**config.mk**
```make
export PLATFORM = sky130hd
export DESIGN_NAME = sysex_7bit_pack_unpack
export DESIGN_NICKNAME = d
export VERILOG_FILES = /design/src/sysex_pkg.sv /design/src/sysex_front.sv /design/src/sysex_cmdq.sv /design/src/sysex_back.sv /design/src/sysex_7bit_pack_unpack.sv
export SDC_FILE = /design/constraint.sdc
export NUM_CORES = 1
export LEC_CHECK = 0
export CELL_PAD_IN_SITES_DETAIL_PLACEMENT = 1
export CELL_PAD_IN_SITES_GLOBAL_PLACEMENT = 1
export CORE_MARGIN = 4
export CORE_UTILIZATION = 50
export DETAILED_ROUTE_END_ITERATION = 6
export DONT_BUFFER_PORTS = 1
export PLACE_DENSITY = 0.74
export SLEW_MARGIN = 20
export SYNTH_ARGS = -nofsm -noshare
export SYNTH_HDL_FRONTEND = slang
export SYNTH_HIERARCHICAL = 1
export SYNTH_SLANG_ARGS = --single-unit
```
**constraint.sdc**
```tcl
create_clock -name clk -period 12.09 [get_ports clk]
set_clock_uncertainty 0.15 [all_clocks]
set_input_delay 0.6045 -clock clk [delete_from_list [all_inputs] [get_ports clk]]
set_output_delay 0.6045 -clock clk [all_outputs]
set_load 0.01 [all_outputs]
```
**src/sysex_pkg.sv**
```systemverilog
package sysex_pkg;

    // fixed framing of the 7-bit form
    localparam int GROUP_SIZE = 7;
    localparam int CMD_BYTES  = GROUP_SIZE + 1;
    localparam int FILL_W     = $clog2(GROUP_SIZE + 1);
    localparam int CNT_W      = $clog2(CMD_BYTES + 1);
    localparam int IDX_W      = $clog2(CMD_BYTES);
    localparam int COUNT_W    = 16;

    localparam logic [7:0] HIGH_BIT = 8'h80;
    localparam logic [7:0] LOW_MASK = 8'h7F;

    // register indexes on the configuration port
    localparam logic REG_MODE       = 1'b0;
    localparam logic REG_MAX_OUTPUT = 1'b1;

    typedef enum logic
    {
        MODE_PACK   = 1'b0,
        MODE_UNPACK = 1'b1
    } mode_t;

    // one command from the front end: a run of bytes, then an optional summary
    typedef struct packed
    {
        logic [CMD_BYTES-1:0][7:0] bytes;
        logic [CNT_W-1:0]          count;
        logic                      eob;
        logic [COUNT_W-1:0]        total;
    } cmd_t;

    typedef struct packed
    {
        logic full;
        logic empty;
    } q_status_t;

endpackage

```
**src/sysex_front.sv**
```systemverilog
module sysex_front
    import sysex_pkg::*;
(
    input  logic                clk,
    input  logic                rst_n,
    input  logic                in_valid,
    output logic                in_ready,
    input  logic [7:0]          in_byte,
    input  logic                in_last,
    input  logic                cfg_fire,
    input  logic                cfg_index,
    input  logic [COUNT_W-1:0]  cfg_data,
    input  q_status_t           q_stat,
    output logic                push,
    output cmd_t                push_cmd
);

    mode_t                      mode_reg, mode_next;
    logic [COUNT_W-1:0]         max_out_reg, max_out_next;
    logic [GROUP_SIZE-1:0][7:0] store_reg, store_next;
    logic [FILL_W-1:0]          fill_reg, fill_next;
    logic [7:0]                 hb_reg, hb_next;
    logic [COUNT_W-1:0]         cnt_reg, cnt_next;
    logic                       stop_reg, stop_next;

    logic                       in_fire;
    logic [FILL_W-1:0]          fill_idx;
    logic [FILL_W-1:0]          fill_inc;
    logic [7:0]                 hb_new;
    logic [COUNT_W:0]           grp_end;

    assign in_ready = !q_stat.full;
    assign in_fire  = in_valid && in_ready;

    // classify the item and update the buffer state
    always_comb
    begin
        mode_next    = mode_reg;
        max_out_next = max_out_reg;
        store_next   = store_reg;
        fill_next    = fill_reg;
        hb_next      = hb_reg;
        cnt_next     = cnt_reg;
        stop_next    = stop_reg;
        push_cmd     = '0;
        fill_idx     = (fill_reg == FILL_W'(GROUP_SIZE)) ? '0 : fill_reg;
        fill_inc     = fill_idx + FILL_W'(1);
        hb_new       = hb_reg | (in_byte[7] ? (8'd1 << fill_idx) : 8'd0);
        grp_end      = {1'b0, cnt_reg} + (COUNT_W + 1)'(fill_inc) + (COUNT_W + 1)'(1);

        if (in_fire)
        begin
            unique case (mode_reg)
                MODE_PACK:
                begin
                    store_next[fill_idx] = in_byte;
                    fill_next            = fill_inc;
                    hb_next              = hb_new;
                    if (fill_inc == FILL_W'(GROUP_SIZE) || in_last)
                    begin
                        if (!stop_reg)
                        begin
                            if (grp_end > {1'b0, max_out_reg})
                            begin
                                stop_next = 1'b1;
                            end
                            else
                            begin
                                push_cmd.bytes[0] = hb_new;
                                for (int k = 0; k < GROUP_SIZE; k++)
                                begin
                                    push_cmd.bytes[k+1] = store_next[k] & LOW_MASK;
                                end
                                push_cmd.count = CNT_W'(fill_inc) + CNT_W'(1);
                                cnt_next       = grp_end[COUNT_W-1:0];
                            end
                        end
                        fill_next = '0;
                        hb_next   = '0;
                    end
                end
                MODE_UNPACK:
                begin
                    if (fill_reg == '0)
                    begin
                        hb_next   = in_byte;
                        fill_next = FILL_W'(1);
                    end
                    else
                    begin
                        if (!stop_reg)
                        begin
                            if (cnt_reg >= max_out_reg)
                            begin
                                stop_next = 1'b1;
                            end
                            else
                            begin
                                push_cmd.bytes[0] = in_byte |
                                    (hb_reg[FILL_W'(fill_reg - FILL_W'(1))] ? HIGH_BIT : 8'd0);
                                push_cmd.count = CNT_W'(1);
                                cnt_next       = cnt_reg + COUNT_W'(1);
                            end
                        end
                        fill_next = fill_reg + FILL_W'(1);
                    end
                end
                default:
                begin
                    fill_next = '0;
                end
            endcase

            // end of buffer: summary and fresh state
            if (in_last)
            begin
                push_cmd.eob   = 1'b1;
                push_cmd.total = cnt_next;
                fill_next      = '0;
                hb_next        = '0;
                cnt_next       = '0;
                stop_next      = 1'b0;
            end
        end

        // register writes
        if (cfg_fire)
        begin
            unique case (cfg_index)
                REG_MODE:
                begin
                    mode_next = mode_t'(cfg_data[0]);
                    fill_next = '0;
                    hb_next   = '0;
                    cnt_next  = '0;
                    stop_next = 1'b0;
                end
                REG_MAX_OUTPUT:
                begin
                    max_out_next = cfg_data;
                end
                default:
                begin
                    max_out_next = max_out_reg;
                end
            endcase
        end
    end

    assign push = in_fire && (push_cmd.count != '0 || push_cmd.eob);

    // control state
    always_ff @(posedge clk or negedge rst_n)
    begin
        if (!rst_n)
        begin
            mode_reg    <= MODE_PACK;
            max_out_reg <= '1;
            fill_reg    <= '0;
            hb_reg      <= '0;
            cnt_reg     <= '0;
            stop_reg    <= 1'b0;
        end
        else
        begin
            mode_reg    <= mode_next;
            max_out_reg <= max_out_next;
            fill_reg    <= fill_next;
            hb_reg      <= hb_next;
            cnt_reg     <= cnt_next;
            stop_reg    <= stop_next;
        end
    end

    // group bytes
    always_ff @(posedge clk)
    begin
        store_reg <= store_next;
    end

    // a pack group never holds more than a full group between items
    a_pack_fill: assert property (@(posedge clk) disable iff (!rst_n)
        (mode_reg == MODE_PACK) |-> (fill_reg < FILL_W'(GROUP_SIZE)))
        else $error("pack group fill out of range");

endmodule

```
**src/sysex_cmdq.sv**
```systemverilog
module sysex_cmdq
    import sysex_pkg::*;
#(
    parameter int DEPTH = 2
)
(
    input  logic      clk,
    input  logic      rst_n,
    input  logic      push,
    input  cmd_t      push_cmd,
    input  logic      pop,
    output cmd_t      head,
    output q_status_t stat
);

    localparam int PTR_W = $clog2(DEPTH);
    localparam int LVL_W = $clog2(DEPTH + 1);

    cmd_t             entry_reg [DEPTH];
    logic [PTR_W-1:0] wr_reg, wr_next;
    logic [PTR_W-1:0] rd_reg, rd_next;
    logic [LVL_W-1:0] lvl_reg, lvl_next;

    assign stat.full  = (lvl_reg == LVL_W'(DEPTH));
    assign stat.empty = (lvl_reg == '0);
    assign head       = entry_reg[rd_reg];

    // pointer and level update
    always_comb
    begin
        wr_next  = wr_reg;
        rd_next  = rd_reg;
        lvl_next = lvl_reg;
        if (push)
        begin
            wr_next = (wr_reg == PTR_W'(DEPTH - 1)) ? '0 : wr_reg + PTR_W'(1);
        end
        if (pop)
        begin
            rd_next = (rd_reg == PTR_W'(DEPTH - 1)) ? '0 : rd_reg + PTR_W'(1);
        end
        if (push && !pop)
        begin
            lvl_next = lvl_reg + LVL_W'(1);
        end
        else if (pop && !push)
        begin
            lvl_next = lvl_reg - LVL_W'(1);
        end
    end

    always_ff @(posedge clk or negedge rst_n)
    begin
        if (!rst_n)
        begin
            wr_reg  <= '0;
            rd_reg  <= '0;
            lvl_reg <= '0;
        end
        else
        begin
            wr_reg  <= wr_next;
            rd_reg  <= rd_next;
            lvl_reg <= lvl_next;
        end
    end

    // entry storage
    always_ff @(posedge clk)
    begin
        if (push)
        begin
            entry_reg[wr_reg] <= push_cmd;
        end
    end

    a_no_overflow: assert property (@(posedge clk) disable iff (!rst_n)
        !(push && stat.full))
        else $error("command queue overflow");

    a_no_underflow: assert property (@(posedge clk) disable iff (!rst_n)
        !(pop && stat.empty))
        else $error("command queue underflow");

endmodule

```
**src/sysex_back.sv**
```systemverilog
module sysex_back
    import sysex_pkg::*;
(
    input  logic               clk,
    input  logic               rst_n,
    input  cmd_t               head,
    input  q_status_t          q_stat,
    output logic               pop,
    output logic               out_valid,
    input  logic               out_ready,
    output logic [7:0]         out_byte,
    output logic               out_is_data,
    output logic [COUNT_W-1:0] out_total,
    output logic               out_eob
);

    logic               valid_reg, valid_next;
    logic [7:0]         byte_reg, byte_next;
    logic               data_reg, data_next;
    logic [COUNT_W-1:0] total_reg, total_next;
    logic               eob_reg, eob_next;
    logic [CNT_W-1:0]   idx_reg, idx_next;
    logic               load;

    assign load = !valid_reg || out_ready;

    // walk the head command one item a cycle while the output register can load
    always_comb
    begin
        valid_next = valid_reg;
        byte_next  = byte_reg;
        data_next  = data_reg;
        total_next = total_reg;
        eob_next   = eob_reg;
        idx_next   = idx_reg;
        pop        = 1'b0;
        if (load)
        begin
            if (q_stat.empty)
            begin
                valid_next = 1'b0;
            end
            else
            begin
                valid_next = 1'b1;
                if (idx_reg < head.count)
                begin
                    byte_next  = head.bytes[idx_reg[IDX_W-1:0]];
                    data_next  = 1'b1;
                    total_next = '0;
                    eob_next   = 1'b0;
                    if ((idx_reg + CNT_W'(1)) == head.count && !head.eob)
                    begin
                        pop      = 1'b1;
                        idx_next = '0;
                    end
                    else
                    begin
                        idx_next = idx_reg + CNT_W'(1);
                    end
                end
                else
                begin
                    byte_next  = '0;
                    data_next  = 1'b0;
                    total_next = head.total;
                    eob_next   = 1'b1;
                    pop        = 1'b1;
                    idx_next   = '0;
                end
            end
        end
    end

    always_ff @(posedge clk or negedge rst_n)
    begin
        if (!rst_n)
        begin
            valid_reg <= 1'b0;
            idx_reg   <= '0;
        end
        else
        begin
            valid_reg <= valid_next;
            idx_reg   <= idx_next;
        end
    end

    // output payload
    always_ff @(posedge clk)
    begin
        byte_reg  <= byte_next;
        data_reg  <= data_next;
        total_reg <= total_next;
        eob_reg   <= eob_next;
    end

    assign out_valid   = valid_reg;
    assign out_byte    = byte_reg;
    assign out_is_data = data_reg;
    assign out_total   = total_reg;
    assign out_eob     = eob_reg;

    // the walk position never passes the head command
    a_idx_in_cmd: assert property (@(posedge clk) disable iff (!rst_n)
        !q_stat.empty |-> (idx_reg <= head.count))
        else $error("byte index beyond command");

endmodule

```
**src/sysex_7bit_pack_unpack.sv**
```systemverilog
// MIDI SysEx 7-bit packer and unpacker.
// Input item on s_axis: tdata = data byte, tlast = last byte of the buffer.
// Result item on m_axis: tdata = out byte and total count, tuser = 1 for a
// data byte, tlast = 1 on the end-of-buffer summary that closes each buffer.
// Registers on the cfg channel: index 0 mode (0 pack, 1 unpack), index 1
// max_output. cfg_ready is always high; write only while the block is idle.
// Writing mode drops any buffer in progress.
// The front end classifies one item per cycle while the queue has room, and
// posts byte runs into a short command queue; the back end sends one result
// item per cycle from its output register unless the receiver stalls. Each
// result passes through a queue entry, then the output register. Unpack
// takes an item every cycle unless the receiver stalls; pack emits 8 bytes
// per group of 7 inputs, held back by the single-byte output port, and each buffer adds a summary item.
// If the receiver stalls the queue fills and s_axis_tready drops; nothing
// is lost. Reset empties the queue, selects pack mode, sets max_output to
// 65535 and clears the buffer state; there is no clearing pass.
module sysex_7bit_pack_unpack
    import sysex_pkg::*;
#(
    parameter int QUEUE_DEPTH = 2
)
(
    input  logic         clk,
    input  logic         rst_n,
    input  logic         s_axis_tvalid,
    output logic         s_axis_tready,
    input  logic [7:0]   s_axis_tdata,   // [7:0] data_byte
    input  logic         s_axis_tlast,
    output logic         m_axis_tvalid,
    input  logic         m_axis_tready,
    output logic [23:0]  m_axis_tdata,   // [7:0] out_byte, [23:8] total_count
    output logic         m_axis_tuser,   // [0] is_data
    output logic         m_axis_tlast,
    input  logic         cfg_valid,
    output logic         cfg_ready,
    input  logic         cfg_index,
    input  logic [15:0]  cfg_data
);

    q_status_t          q_stat;
    cmd_t               push_cmd;
    cmd_t               head;
    logic               push;
    logic               pop;
    logic [7:0]         out_byte;
    logic [COUNT_W-1:0] out_total;

    assign cfg_ready = 1'b1;

    sysex_front u_front
    (
        .clk       (clk),
        .rst_n     (rst_n),
        .in_valid  (s_axis_tvalid),
        .in_ready  (s_axis_tready),
        .in_byte   (s_axis_tdata),
        .in_last   (s_axis_tlast),
        .cfg_fire  (cfg_valid && cfg_ready),
        .cfg_index (cfg_index),
        .cfg_data  (cfg_data),
        .q_stat    (q_stat),
        .push      (push),
        .push_cmd  (push_cmd)
    );

    sysex_cmdq #(.DEPTH(QUEUE_DEPTH)) u_cmdq
    (
        .clk      (clk),
        .rst_n    (rst_n),
        .push     (push),
        .push_cmd (push_cmd),
        .pop      (pop),
        .head     (head),
        .stat     (q_stat)
    );

    sysex_back u_back
    (
        .clk         (clk),
        .rst_n       (rst_n),
        .head        (head),
        .q_stat      (q_stat),
        .pop         (pop),
        .out_valid   (m_axis_tvalid),
        .out_ready   (m_axis_tready),
        .out_byte    (out_byte),
        .out_is_data (m_axis_tuser),
        .out_total   (out_total),
        .out_eob     (m_axis_tlast)
    );

    assign m_axis_tdata = {out_total, out_byte};

endmodule
```
==> results of run 1 <==
[stage by stage]
stage	total power, mW	hold WS [ps]	instances
2_1_floorplan	2.33	159	1168
3_3_place_gp	2.52	162	1509
3_5_place_dp	2.57	163	1509
4_1_cts	3.44	16.0	1567
5_1_grt	3.59	22.2	1568
6_report	3.40	33.5	1568
[logic make-up after synthesis]
family,count (synthesis),share of synthesized area (%)
simple gates,327,11.1
flops,299,56.6
mux,205,17.0
compound gates,136,5.68
buf+inv,115,3.80
fa+ha+maj,51,4.19
xor+xnor,27,1.53
other cells,2,0.0487
[layout make-up]
| cell class | instances | area [µm²] | area share, % |
|---|---|---|---|
| Clock buffer | 38 | 802 | 4.82 |
| Timing Repair Buffer | 18 | 178 | 1.07 |
| Sequential cell | 299 | 8730 | 52.5 |
| Inverter | 45 | 169 | 1.02 |
| Tap cell | 396 | 495 | 2.98 |
| Clock inverter | 18 | 98.8 | 0.594 |
| Multi-Input combinational cell | 754 | 6150 | 37.0 |
[final timing paths]
path	to	cells past startpoint
worst max-delay path	u_cmdq/entry_reg[0][53]$_DFFE_PP_	21
worst min-delay path	u_front/mode_reg$_DFFE_PN0P_	2
worst max register to register	u_cmdq/entry_reg[0][53]$_DFFE_PP_	21
worst min register to register	u_cmdq/lvl_reg[1]$_DFFE_PN0P_	1
max in group asynchronous	u_front/max_out_reg[13]$_DFFE_PN1P_	2
min in group asynchronous	u_front/cnt_reg[2]$_DFF_PN0_	2
[layer usage]
| metal | up-vias | wire length [µm] | GRT usage (%) |
|---|---|---|---|
| met1 | 4779 | 17000 | 32.5 |
| met4 | 0 | 734 | 4.02 |
| met3 | 49 | 1870 | 3.05 |
| met2 | 241 | 17100 | 35.0 |
| li1 | 4242 | - | - |
| met5 | - | 0 | 0 |
[layout by cell type (no fill, tap or decap), types with 8 or more instances in the layout]
cell,Yosys,final
mux4_2,18,18
and3_1,10,10
clkinv_2,0,9
a21oi_1,45,45
nand2_1,77,77
or3_1,23,23
clkinv_1,1,8
and2_1,74,73
xnor2_1,17,17
edfxtp_1,245,245
nand2b_1,14,14
inv_1,43,43
ha_1,50,50
nand3_1,24,24
buf_4,9,15
nor2_1,51,49
mux2_2,114,114
dfrtp_1,38,37
clkbuf_16,0,31
mux2i_1,33,33
dfstp_2,16,16
nor3_1,16,16
o21ai_0,33,33
xor2_1,10,10
mux2_4,40,40
conb_1,2,8
[power by group through the flow]
stage               logic, mW  clock network, mW  registers (mW)
global route             1.08              0.924            1.59
finish                  0.986              0.857            1.56
detailed placement      0.982                  0            1.59
floorplan               0.802                  0            1.53
global placement        0.950                  0            1.57
CTS                     0.994              0.884            1.57
[worst register-to-register path, stage by stage, from the launching register on]
cell,delay [ps]
dfrtp_1,520
ha_1,290
ha_1,260
nand2b_1,240
nor2_1,190
ha_1,300
ha_1,400
nand2b_1,130
nand2_1,110
nand2_1,110
nor2_1,300
nand2_1,130
xnor2_1,140
ha_1,300
nand3_1,130
nor3_1,90
a311o_1,370
o21ai_1,500
a31oi_1,290
o211ai_1,560
nor2b_4,600
buf_4,680
==> metrics.csv, run 1 <==
metric,value,unit
Routed Antenna Nets,0,
Sw Pwr,1.06,mW
worst-margin pin slew,1030,ps
H-Tree Depth,1,
Worst Path Arrival,7260,ps
Slew Limit Headroom,31.6,%
RSZ-0062 raised after global routing,no,
Post-CTS Setup Inserts,0,
Tot GR Track Use,21.8,%
Crit Path Class,flop to flop,
critical path launch point,u_front/fill_reg[0]$_DFF_PN0_,
worst min-delay path class,input port to flop,
Synth cell types,75,
post-layout minimum cycle time,7220,ps
routed vias/inst,5.94,
Power Density,205,nW/µm²
Layout fillers,2980,
chip width,184,µm
initial antenna violation count,0,
CP bufs+invs,1,
grt total ovfl,0,
status,"complete, no violations",
Worst setup EP type,flop,
R2R Setup Slk,4870,ps
worst stage delay on the critical path,680,ps
Max Buffers Root-to-Sink,3,
post-synthesis sequential area ratio,56.6,%
ys async rst share,18.1,%
Clock transition at path regs,60,ps
post-synth top area cell,edfxtp_1,
slowest CP cell,buf_4,
Resize count post-CTS,0,
total core area,30500,µm²
area share of the largest cell type after synthesis,47.7,%
num rows,64,
number of global-route vias before repair,9810,
WL per Instance,23.4,µm
peak fanout along the critical path,51,
hpwl dp,24800,µm
drt first pass iters,5,
worst setup margin,4870,ps
worst skew pair latency,570,ps
top-count cell post-synth,edfxtp_1,
DRC,0,
area delta synth->final,7.85,%
Total Neg Setup Slack,0,ps
worst-path cell chain,ha_1 > ha_1 > nand2b_1 > nor2_1 > ha_1 > ha_1 > nand2b_1 > nand2_1 > nand2_1 > nor2_1 > nand2_1 > xnor2_1 > ha_1 > nand3_1 > nor3_1 > a311o_1 > o21ai_1 > a31oi_1 > o211ai_1 > nor2b_4 > buf_4,
first-pass GRT wire length,58000,µm
leakage dissipation,6.26,nW
Num CTS Buffers,31,
CP top delay family,simple AND/OR/NAND/NOR gates,
CTS Root Cell,clkbuf_16,
logic gate share of total power,29.0,%
"top cells by area, synth","edfxtp_1 (48%), mux2_2 (8.3%), dfrtp_1 (6.2%), ha_1 (4.1%), mux2_4 (3.9%)",
max reg flops,170,
fmax,139,MHz
count of hold-fix buffers inserted at cts,2,
Finished Cell Area,16600,µm²
period utilization,59.7,%
CTS tree,yes,
Placed Area,15700,µm²
CP startpoint kind,flop,
Die Y,184,µm
DP Worst Slack,4460,ps
routability cong.,0.917,
I/O Buffers,0,
CTS sink cnt,299,
reg2reg start,u_front/fill_reg[0]$_DFF_PN0_,
"Data required, critical path",12130,ps
DR iter-0 viols,828,
HP Start,cfg_data[0],
"Avg Cell Area, Syn",13.3,µm²
Die ar.,33700,µm²
layout net count,1231,
number of enable flip-flop cells after synthesis,245,
register bit total from synthesis,299,
Crit path top cell by count,ha_1,
Starting Density,50.5,%
pin count of the biggest net entering global routing,62,
Max-cap violations,0,
final wirelength,36600,µm
top post-synthesis cells by count,"edfxtp_1 (245), mux2_2 (114), nand2_1 (77)",
Clk pwr share,25.2,%
Post-Syn Area,15400,µm²
Ys Warns,6,
switch share,31.2,%
fin. max-slew vios,0,
layout cells sized above 1,22.9,%
Sequential Power Share,45.9,%
post-synthesis cell count,1162,
antenna cell count,0,
Pint,2.34,mW
total number of vias,9311,
"Setup violations, final",0,
"Core Util, Final",54.5,%
final hold violations,0,
Max VDD drop,0.135,mV
io pins,60,
prevailing post-synth register cell,edfxtp_1,
No activity file was read; power rests on OpenSTA's default activity.
==> run 2, diff against run 1 <==
--- a/config.mk
+++ b/config.mk
@@ -5,13 +5,14 @@
 export SDC_FILE = /design/constraint.sdc
 export NUM_CORES = 1
 export LEC_CHECK = 0
+export ABC_AREA = 1
 export CELL_PAD_IN_SITES_DETAIL_PLACEMENT = 1
 export CELL_PAD_IN_SITES_GLOBAL_PLACEMENT = 1
 export CORE_MARGIN = 4
 export CORE_UTILIZATION = 50
 export DETAILED_ROUTE_END_ITERATION = 6
 export DONT_BUFFER_PORTS = 1
-export PLACE_DENSITY = 0.74
+export PLACE_DENSITY = 0.77
 export SLEW_MARGIN = 20
 export SYNTH_ARGS = -nofsm -noshare
 export SYNTH_HDL_FRONTEND = slang
==> constraint.sdc (replaced) <==
create_clock -name clk -period 7.3 [get_ports clk]
set_clock_uncertainty 0.15 [all_clocks]
set_input_delay 0.365 -clock clk [delete_from_list [all_inputs] [get_ports clk]]
set_output_delay 0.365 -clock clk [all_outputs]
set_load 0.01 [all_outputs]
==> run 2 against run 1 <==
- fmax increased by 10%
- die area increased by 0.94%
- cell count increased by 24%
- setup slack got worse by 4100 ps
- worst hold slack improved by 69 ps
- total power increased by 83%
- critical endpoint is now u_cmdq/entry_reg[0][41]$_DFFE_PP_
- critical path depth increased by 14
- via count increased by 19%
==> metrics.csv, run 2 <==
metric,value,unit
DR iter-0 viols,848,
final wirelength,42200,µm
Max Buffers Root-to-Sink,3,
fin. max-slew vios,0,
period utilization,89.6,%
layout cells sized above 1,16.0,%
routability cong.,0.916,
num rows,64,
Final Non-Filler Cells,1937,
ys async rst share,18.1,%
CP top delay family,simple AND/OR/NAND/NOR gates,
Max-cap violations,0,
CTS tree,yes,
number of global-route vias before repair,11312,
DRC,0,
worst min-delay path class,input port to flop,
Finished Cell Area,17100,µm²
Synth cell types,52,
grt total ovfl,0,
"Data required, critical path",7320,ps
worst stage delay on the critical path,470,ps
"top cells by area, synth","edfxtp_1 (47%), nand2_1 (6.5%), dfrtp_1 (6.1%), nor2_1 (4.5%), ha_1 (4.0%)",
prevailing post-synth register cell,edfxtp_1,
area share of the largest cell type after synthesis,47.3,%
reg2reg start,u_front/fill_reg[0]$_DFF_PN0_,
Die ar.,34000,µm²
Crit path top cell by count,nand2_1,
drt first pass iters,5,
Starting Density,50.8,%
area delta synth->final,10.1,%
Tot GR Track Use,25.0,%
"Core Util, Final",55.9,%
status,"complete, no violations",
total core area,30700,µm²
"commonest non-fill, non-tap cells in the layout","nand2_1 (271), edfxtp_1 (245), nor2_1 (182)",
Crit Path Class,flop to flop,
Ys Warns,6,
worst reg2reg path depth,35,
pin count of the biggest net entering global routing,73,
Resize count post-CTS,0,
CP startpoint kind,flop,
post-synthesis cell count,1512,
CTS sink cnt,299,
WL per Instance,21.8,µm
top-count cell post-synth,nand2_1,
reg2reg end,u_cmdq/entry_reg[0][41]$_DFFE_PP_,
Routed Antenna Nets,0,
Slew Limit Headroom,30.5,%
total number of vias,11036,
"Avg Cell Area, Syn",10.3,µm²
hpwl dp,29100,µm
final hold violations,0,
antenna cell count,0,
R2R Setup Slk,760,ps
top post-synthesis cells by count,"nand2_1 (271), edfxtp_1 (245), nor2_1 (185)",
peak fanout along the critical path,37,
Worst setup EP type,flop,
Die Y,184,µm
register bit total from synthesis,299,
post-synth top area cell,edfxtp_1,
Max VDD drop,0.212,mV
Clock transition at path regs,60,ps
I/O Buffers,0,
Post-Syn Area,15600,µm²
post-synthesis sequential area ratio,56.1,%
routed vias/inst,5.70,
Worst Path Arrival,6560,ps
layout net count,1598,
DP Cell Count,1856,
hold depth,2,
HP Start,s_axis_tdata[1],
CTS Root Cell,clkbuf_16,
fmax,153,MHz
Layout fillers,3271,
worst skew pair latency,500,ps
RSZ-0062 raised after global routing,no,
CP bufs+invs,8,
chip width,184,µm
"Setup violations, final",0,
Num CTS Buffers,34,
first-pass GRT wire length,66200,µm
"most common cell after layout, fill and taps aside",nand2_1,
leakage dissipation,6.93,nW
H-Tree Depth,2,
io pins,60,
post-layout minimum cycle time,6540,ps
initial antenna violation count,0,
number of enable flip-flop cells after synthesis,245,
worst-margin pin slew,1040,ps
slowest CP cell,dfrtp_1,
max reg flops,170,
WHS,102,ps
worst hold endpoint,u_cmdq/entry_reg[1][22]$_DFFE_PP_,
Placed Area,15800,µm²
Total Neg Setup Slack,0,ps
Power Density,363,nW/µm²
[run 2: cell types whose count changed after synthesis, moves of 18 or more]
| cell | before | now |
|---|---|---|
| o21ai_1 | 5 | 25 |
| o21ai_0 | 33 | 115 |
| mux4_2 | 18 | 0 |
| nor2_2 | 1 | 25 |
| mux2_2 | 114 | 46 |
| nand2_2 | 0 | 24 |
| and2_1 | 74 | 0 |
| inv_1 | 43 | 128 |
| mux2i_1 | 33 | 0 |
| nand2_1 | 77 | 271 |
| or3_1 | 23 | 0 |
| nor2_1 | 51 | 185 |
| nand3_1 | 24 | 51 |
| a21oi_1 | 45 | 77 |
[run 2: timing repair]
action	CTS	global route
hold endpoints to repair	73	0
endpoints found under the setup margin	0	0
setup buffers	0	0
hold buffers	20	0
[run 2: area by class of cell]
| cell class | instances | area [µm²] | area share, % |
|---|---|---|---|
| clock inverters | 11 | 184 | 1.07 |
| flip-flops and latches | 299 | 8730 | 50.9 |
| repair buffers | 33 | 353 | 2.06 |
| clock buffers | 50 | 962 | 5.61 |
| inverters | 140 | 534 | 3.12 |
| multi-input cells | 1008 | 5880 | 34.3 |
| well taps | 396 | 495 | 2.89 |
[run 2: worst max path at each step]
stage,startpoint,to,slack [ps],cells past startpoint
after floorplan,u_front/fill_reg[1]$_DFF_PN0_,u_cmdq/entry_reg[0][0]$_DFFE_PP_,310,34
after global placement,u_front/fill_reg[0]$_DFF_PN0_,u_cmdq/entry_reg[0][58]$_DFFE_PP_,1110,35
after detailed placement,u_front/fill_reg[0]$_DFF_PN0_,u_cmdq/entry_reg[0][65]$_DFFE_PP_,840,35
after CTS,u_front/fill_reg[0]$_DFF_PN0_,u_cmdq/entry_reg[0][41]$_DFFE_PP_,750,35
after global routing,u_front/fill_reg[0]$_DFF_PN0_,u_cmdq/entry_reg[0][41]$_DFFE_PP_,230,35
final,u_front/fill_reg[0]$_DFF_PN0_,u_cmdq/entry_reg[0][41]$_DFFE_PP_,760,35
[run 2: where the power goes]
part	internal, mW	switching, mW
logic	0.658	1.18
clock network	1.09	0.668
registers	2.36	0.265
total	4.11	2.12
[run 2: kinds of logic (layout without fill, tap and decap cells)]
kind of cell	count (synthesis)	in the layout	share of synthesized area, %
buffers and inverters	211	234	6.42
adders and majority gates	51	51	4.15
AOI/OAI and AO/OA	253	253	8.80
and+or+nand+nor	593	593	16.4
xor gates and xnor gates	17	17	0.956
DFF	299	299	56.1
muxes	86	86	7.18
other	2	8	0.0482
[run 2: layer usage]
metal  GRT usage [%]  wire length (µm)
met2            38.3             19000
met1            37.7             20000
met4            3.99               475
met3            5.05              2750
met5               0                 0
[run 2: metrics by stage]
stage                     total power, mW  setup slack (ps)
final                                6.22               760
after global routing                 6.57               234
after CTS                            6.26               751
after detailed placement             4.45               837
after global placement               4.33              1110
after floorplan                      3.97               310
==> run 3, diff against run 2 <==
--- a/config.mk
+++ b/config.mk
@@ -8,7 +8,6 @@
 export ABC_AREA = 1
 export CELL_PAD_IN_SITES_DETAIL_PLACEMENT = 1
 export CELL_PAD_IN_SITES_GLOBAL_PLACEMENT = 1
-export CORE_MARGIN = 4
 export CORE_UTILIZATION = 50
 export DETAILED_ROUTE_END_ITERATION = 6
 export DONT_BUFFER_PORTS = 1
==> constraint.sdc (replaced) <==
create_clock -name clk -period 6.7 [get_ports clk]
set_clock_uncertainty 0.15 [all_clocks]
set_input_delay 0.335 -clock clk [delete_from_list [all_inputs] [get_ports clk]]
set_output_delay 0.335 -clock clk [all_outputs]
set_load 0.01 [all_outputs]
==> run 3 against run 2 <==
- critical endpoint is now u_cmdq/entry_reg[0][66]$_DFFE_PP_
- first-iteration DRC count decreased by 0.47%
- largest power group unchanged
- register-to-register slack worse by 210 ps
- sequential share of layout area about the same
- highest routed layer unchanged
- via count rose by 0.27%
- critical path type unchanged
- setup slack got worse by 210 ps
- combinational power up 9%
- clock-buffer cell count shrank 10
==> metrics.csv, run 3 (synthesis results as in run 2) <==
metric,value,unit
status,"complete, no violations",
hold depth,2,
CTS tree,yes,
WL per Instance,21.5,µm
met2 wire length,18500,µm
total core area,30600,µm²
Worst Path Arrival,6190,ps
Die ar.,31800,µm²
worst hold endpoint,u_cmdq/entry_reg[0][25]$_DFFE_PP_,
Crit path top cell by count,nand2_1,
DP Worst Slack,355,ps
Tot GR Track Use,27.0,%
fin. max-slew vios,0,
RSZ-0062 raised after global routing,no,
antenna cell count,0,
period utilization,91.8,%
first-pass GRT wire length,64900,µm
Layout fillers,3327,
worst-margin pin slew,1100,ps
Worst setup EP type,flop,
Clock transition at path regs,60,ps
HP Start,s_axis_tdata[4],
routability cong.,0.892,
Max-cap violations,0,
chip width,178,µm
Die Y,178,µm
Crit Path Class,flop to flop,
DRC,0,
total number of vias,11066,
CTS Root Cell,clkbuf_16,
CP startpoint kind,flop,
num rows,64,
R2R Setup Slk,550,ps
"Core Util, Final",56.1,%
slowest CP cell,nor4_1,
reg2reg start,u_front/fill_reg[0]$_DFF_PN0_,
peak fanout along the critical path,44,
worst min-delay path class,input port to flop,
Slew Limit Headroom,26.4,%
"most common cell after layout, fill and taps aside",nand2_1,
Total Neg Setup Slack,0,ps
pin count of the biggest net entering global routing,68,
hpwl dp,28000,µm
layout cells sized above 1,16.4,%
DR WL met3,2370,µm
grt total ovfl,0,
"Data required, critical path",6740,ps
worst stage delay on the critical path,590,ps
post-layout minimum cycle time,6150,ps
Num CTS Buffers,34,
highest routed layer,met4,
Met1 Wirelength,20100,µm
io pins,60,
Max VDD drop,0.204,mV
worst skew pair latency,510,ps
worst reg2reg path depth,32,
area delta synth->final,10.2,%
max reg flops,170,
"Setup violations, final",0,
I/O Buffers,0,
leakage dissipation,6.94,nW
layout net count,1601,
Routed Antenna Nets,0,
critical path launch point,u_front/fill_reg[0]$_DFF_PN0_,
Post-CTS Setup Inserts,0,
reg2reg end,u_cmdq/entry_reg[0][66]$_DFFE_PP_,
"commonest non-fill, non-tap cells in the layout","nand2_1 (271), edfxtp_1 (245), nor2_1 (182)",
Starting Density,50.9,%
routed vias/inst,5.71,
fmax,163,MHz
initial antenna violation count,0,
Max Buffers Root-to-Sink,3,
total chip power,6.78,mW
CTS sink cnt,299,
number of global-route vias before repair,11155,
H-Tree Depth,2,
drt first pass iters,5,
worst setup margin,551,ps
Power Density,395,nW/µm²
final wirelength,41800,µm
final hold violations,0,
DR iter-0 viols,844,
==> run 3: cell types whose count changed in the layout (fill, tap and decap cells not counted), sizes merged <==
| cell | previous run | this run |
|---|---|---|
| clkinvlp | 0 | 2 |
| buf | 14 | 16 |
| inv | 139 | 138 |
| clkbuf | 50 | 40 |
| clkinv | 7 | 15 |
| dlygate4sd3 | 19 | 20 |
==> run 3: area by class of cell <==
type | count | area (µm²) | area share, %
Clock inverter | 20 | 235 | 1.37
Multi-Input combinational cell | 1008 | 5890 | 34.3
Timing Repair Buffer | 36 | 369 | 2.15
Inverter | 140 | 534 | 3.11
Sequential cell | 299 | 8730 | 50.9
Tap cell | 396 | 495 | 2.89
Clock buffer | 40 | 905 | 5.27
==> run 3: through the flow <==
stage | cells | area [µm²] | hold slack, ps
2_1_floorplan | 1518 | 15600 | -111
3_3_place_gp | 1858 | 15800 | -108
3_5_place_dp | 1858 | 15800 | -108
4_1_cts | 1939 | 17100 | 32.9
5_1_grt | 1939 | 17200 | 75.5
6_report | 1939 | 17200 | 63.5
==> run 3: timing repair <==
item / CTS / global route
hold endpoints to repair: 75 / 0
endpoints found under the setup margin: 0 / 159
gates resized for setup: 0 / 6
hold buffers: 21 / 0
==> run 3: worst max path at each step <==
stage                                             end  slack [ps]
global route        u_cmdq/entry_reg[0][66]$_DFFE_PP_          50
CTS                  u_cmdq/entry_reg[0][9]$_DFFE_PP_         280
detailed placement  u_cmdq/entry_reg[0][63]$_DFFE_PP_         360
global placement    u_cmdq/entry_reg[0][63]$_DFFE_PP_         630
floorplan            u_cmdq/entry_reg[1][0]$_DFFE_PP_         250
finish              u_cmdq/entry_reg[0][66]$_DFFE_PP_         550
==> run 3: metal layers <==
layer | vias up | GRT usage [%]
li1 | 5159 | -
met1 | 5509 | 41.4
met2 | 343 | 40.5
met3 | 55 | 3.32
met4 | 0 | 6.00
met5 | - | 0
==> run 3: power breakdown <==
group / switching (mW) / total (mW) / internal [mW]
sequential: 0.302 / 2.87 / 2.57
combinational: 1.27 / 2.00 / 0.724
clock: 0.758 / 1.92 / 1.16
total: 2.33 / 6.78 / 4.45
==> run 3: worst max-delay path, delay by kind of cell, from the launching register on <==
| family | cells | cell delay, ps |
|---|---|---|
| adder cells (fa/ha/maj) | 4 | 1270 |
| XOR/XNOR | 1 | 170 |
| AND/OR/NAND/NOR | 20 | 2820 |
| flip-flops | 1 | 480 |
| buffers and inverters | 7 | 910 |
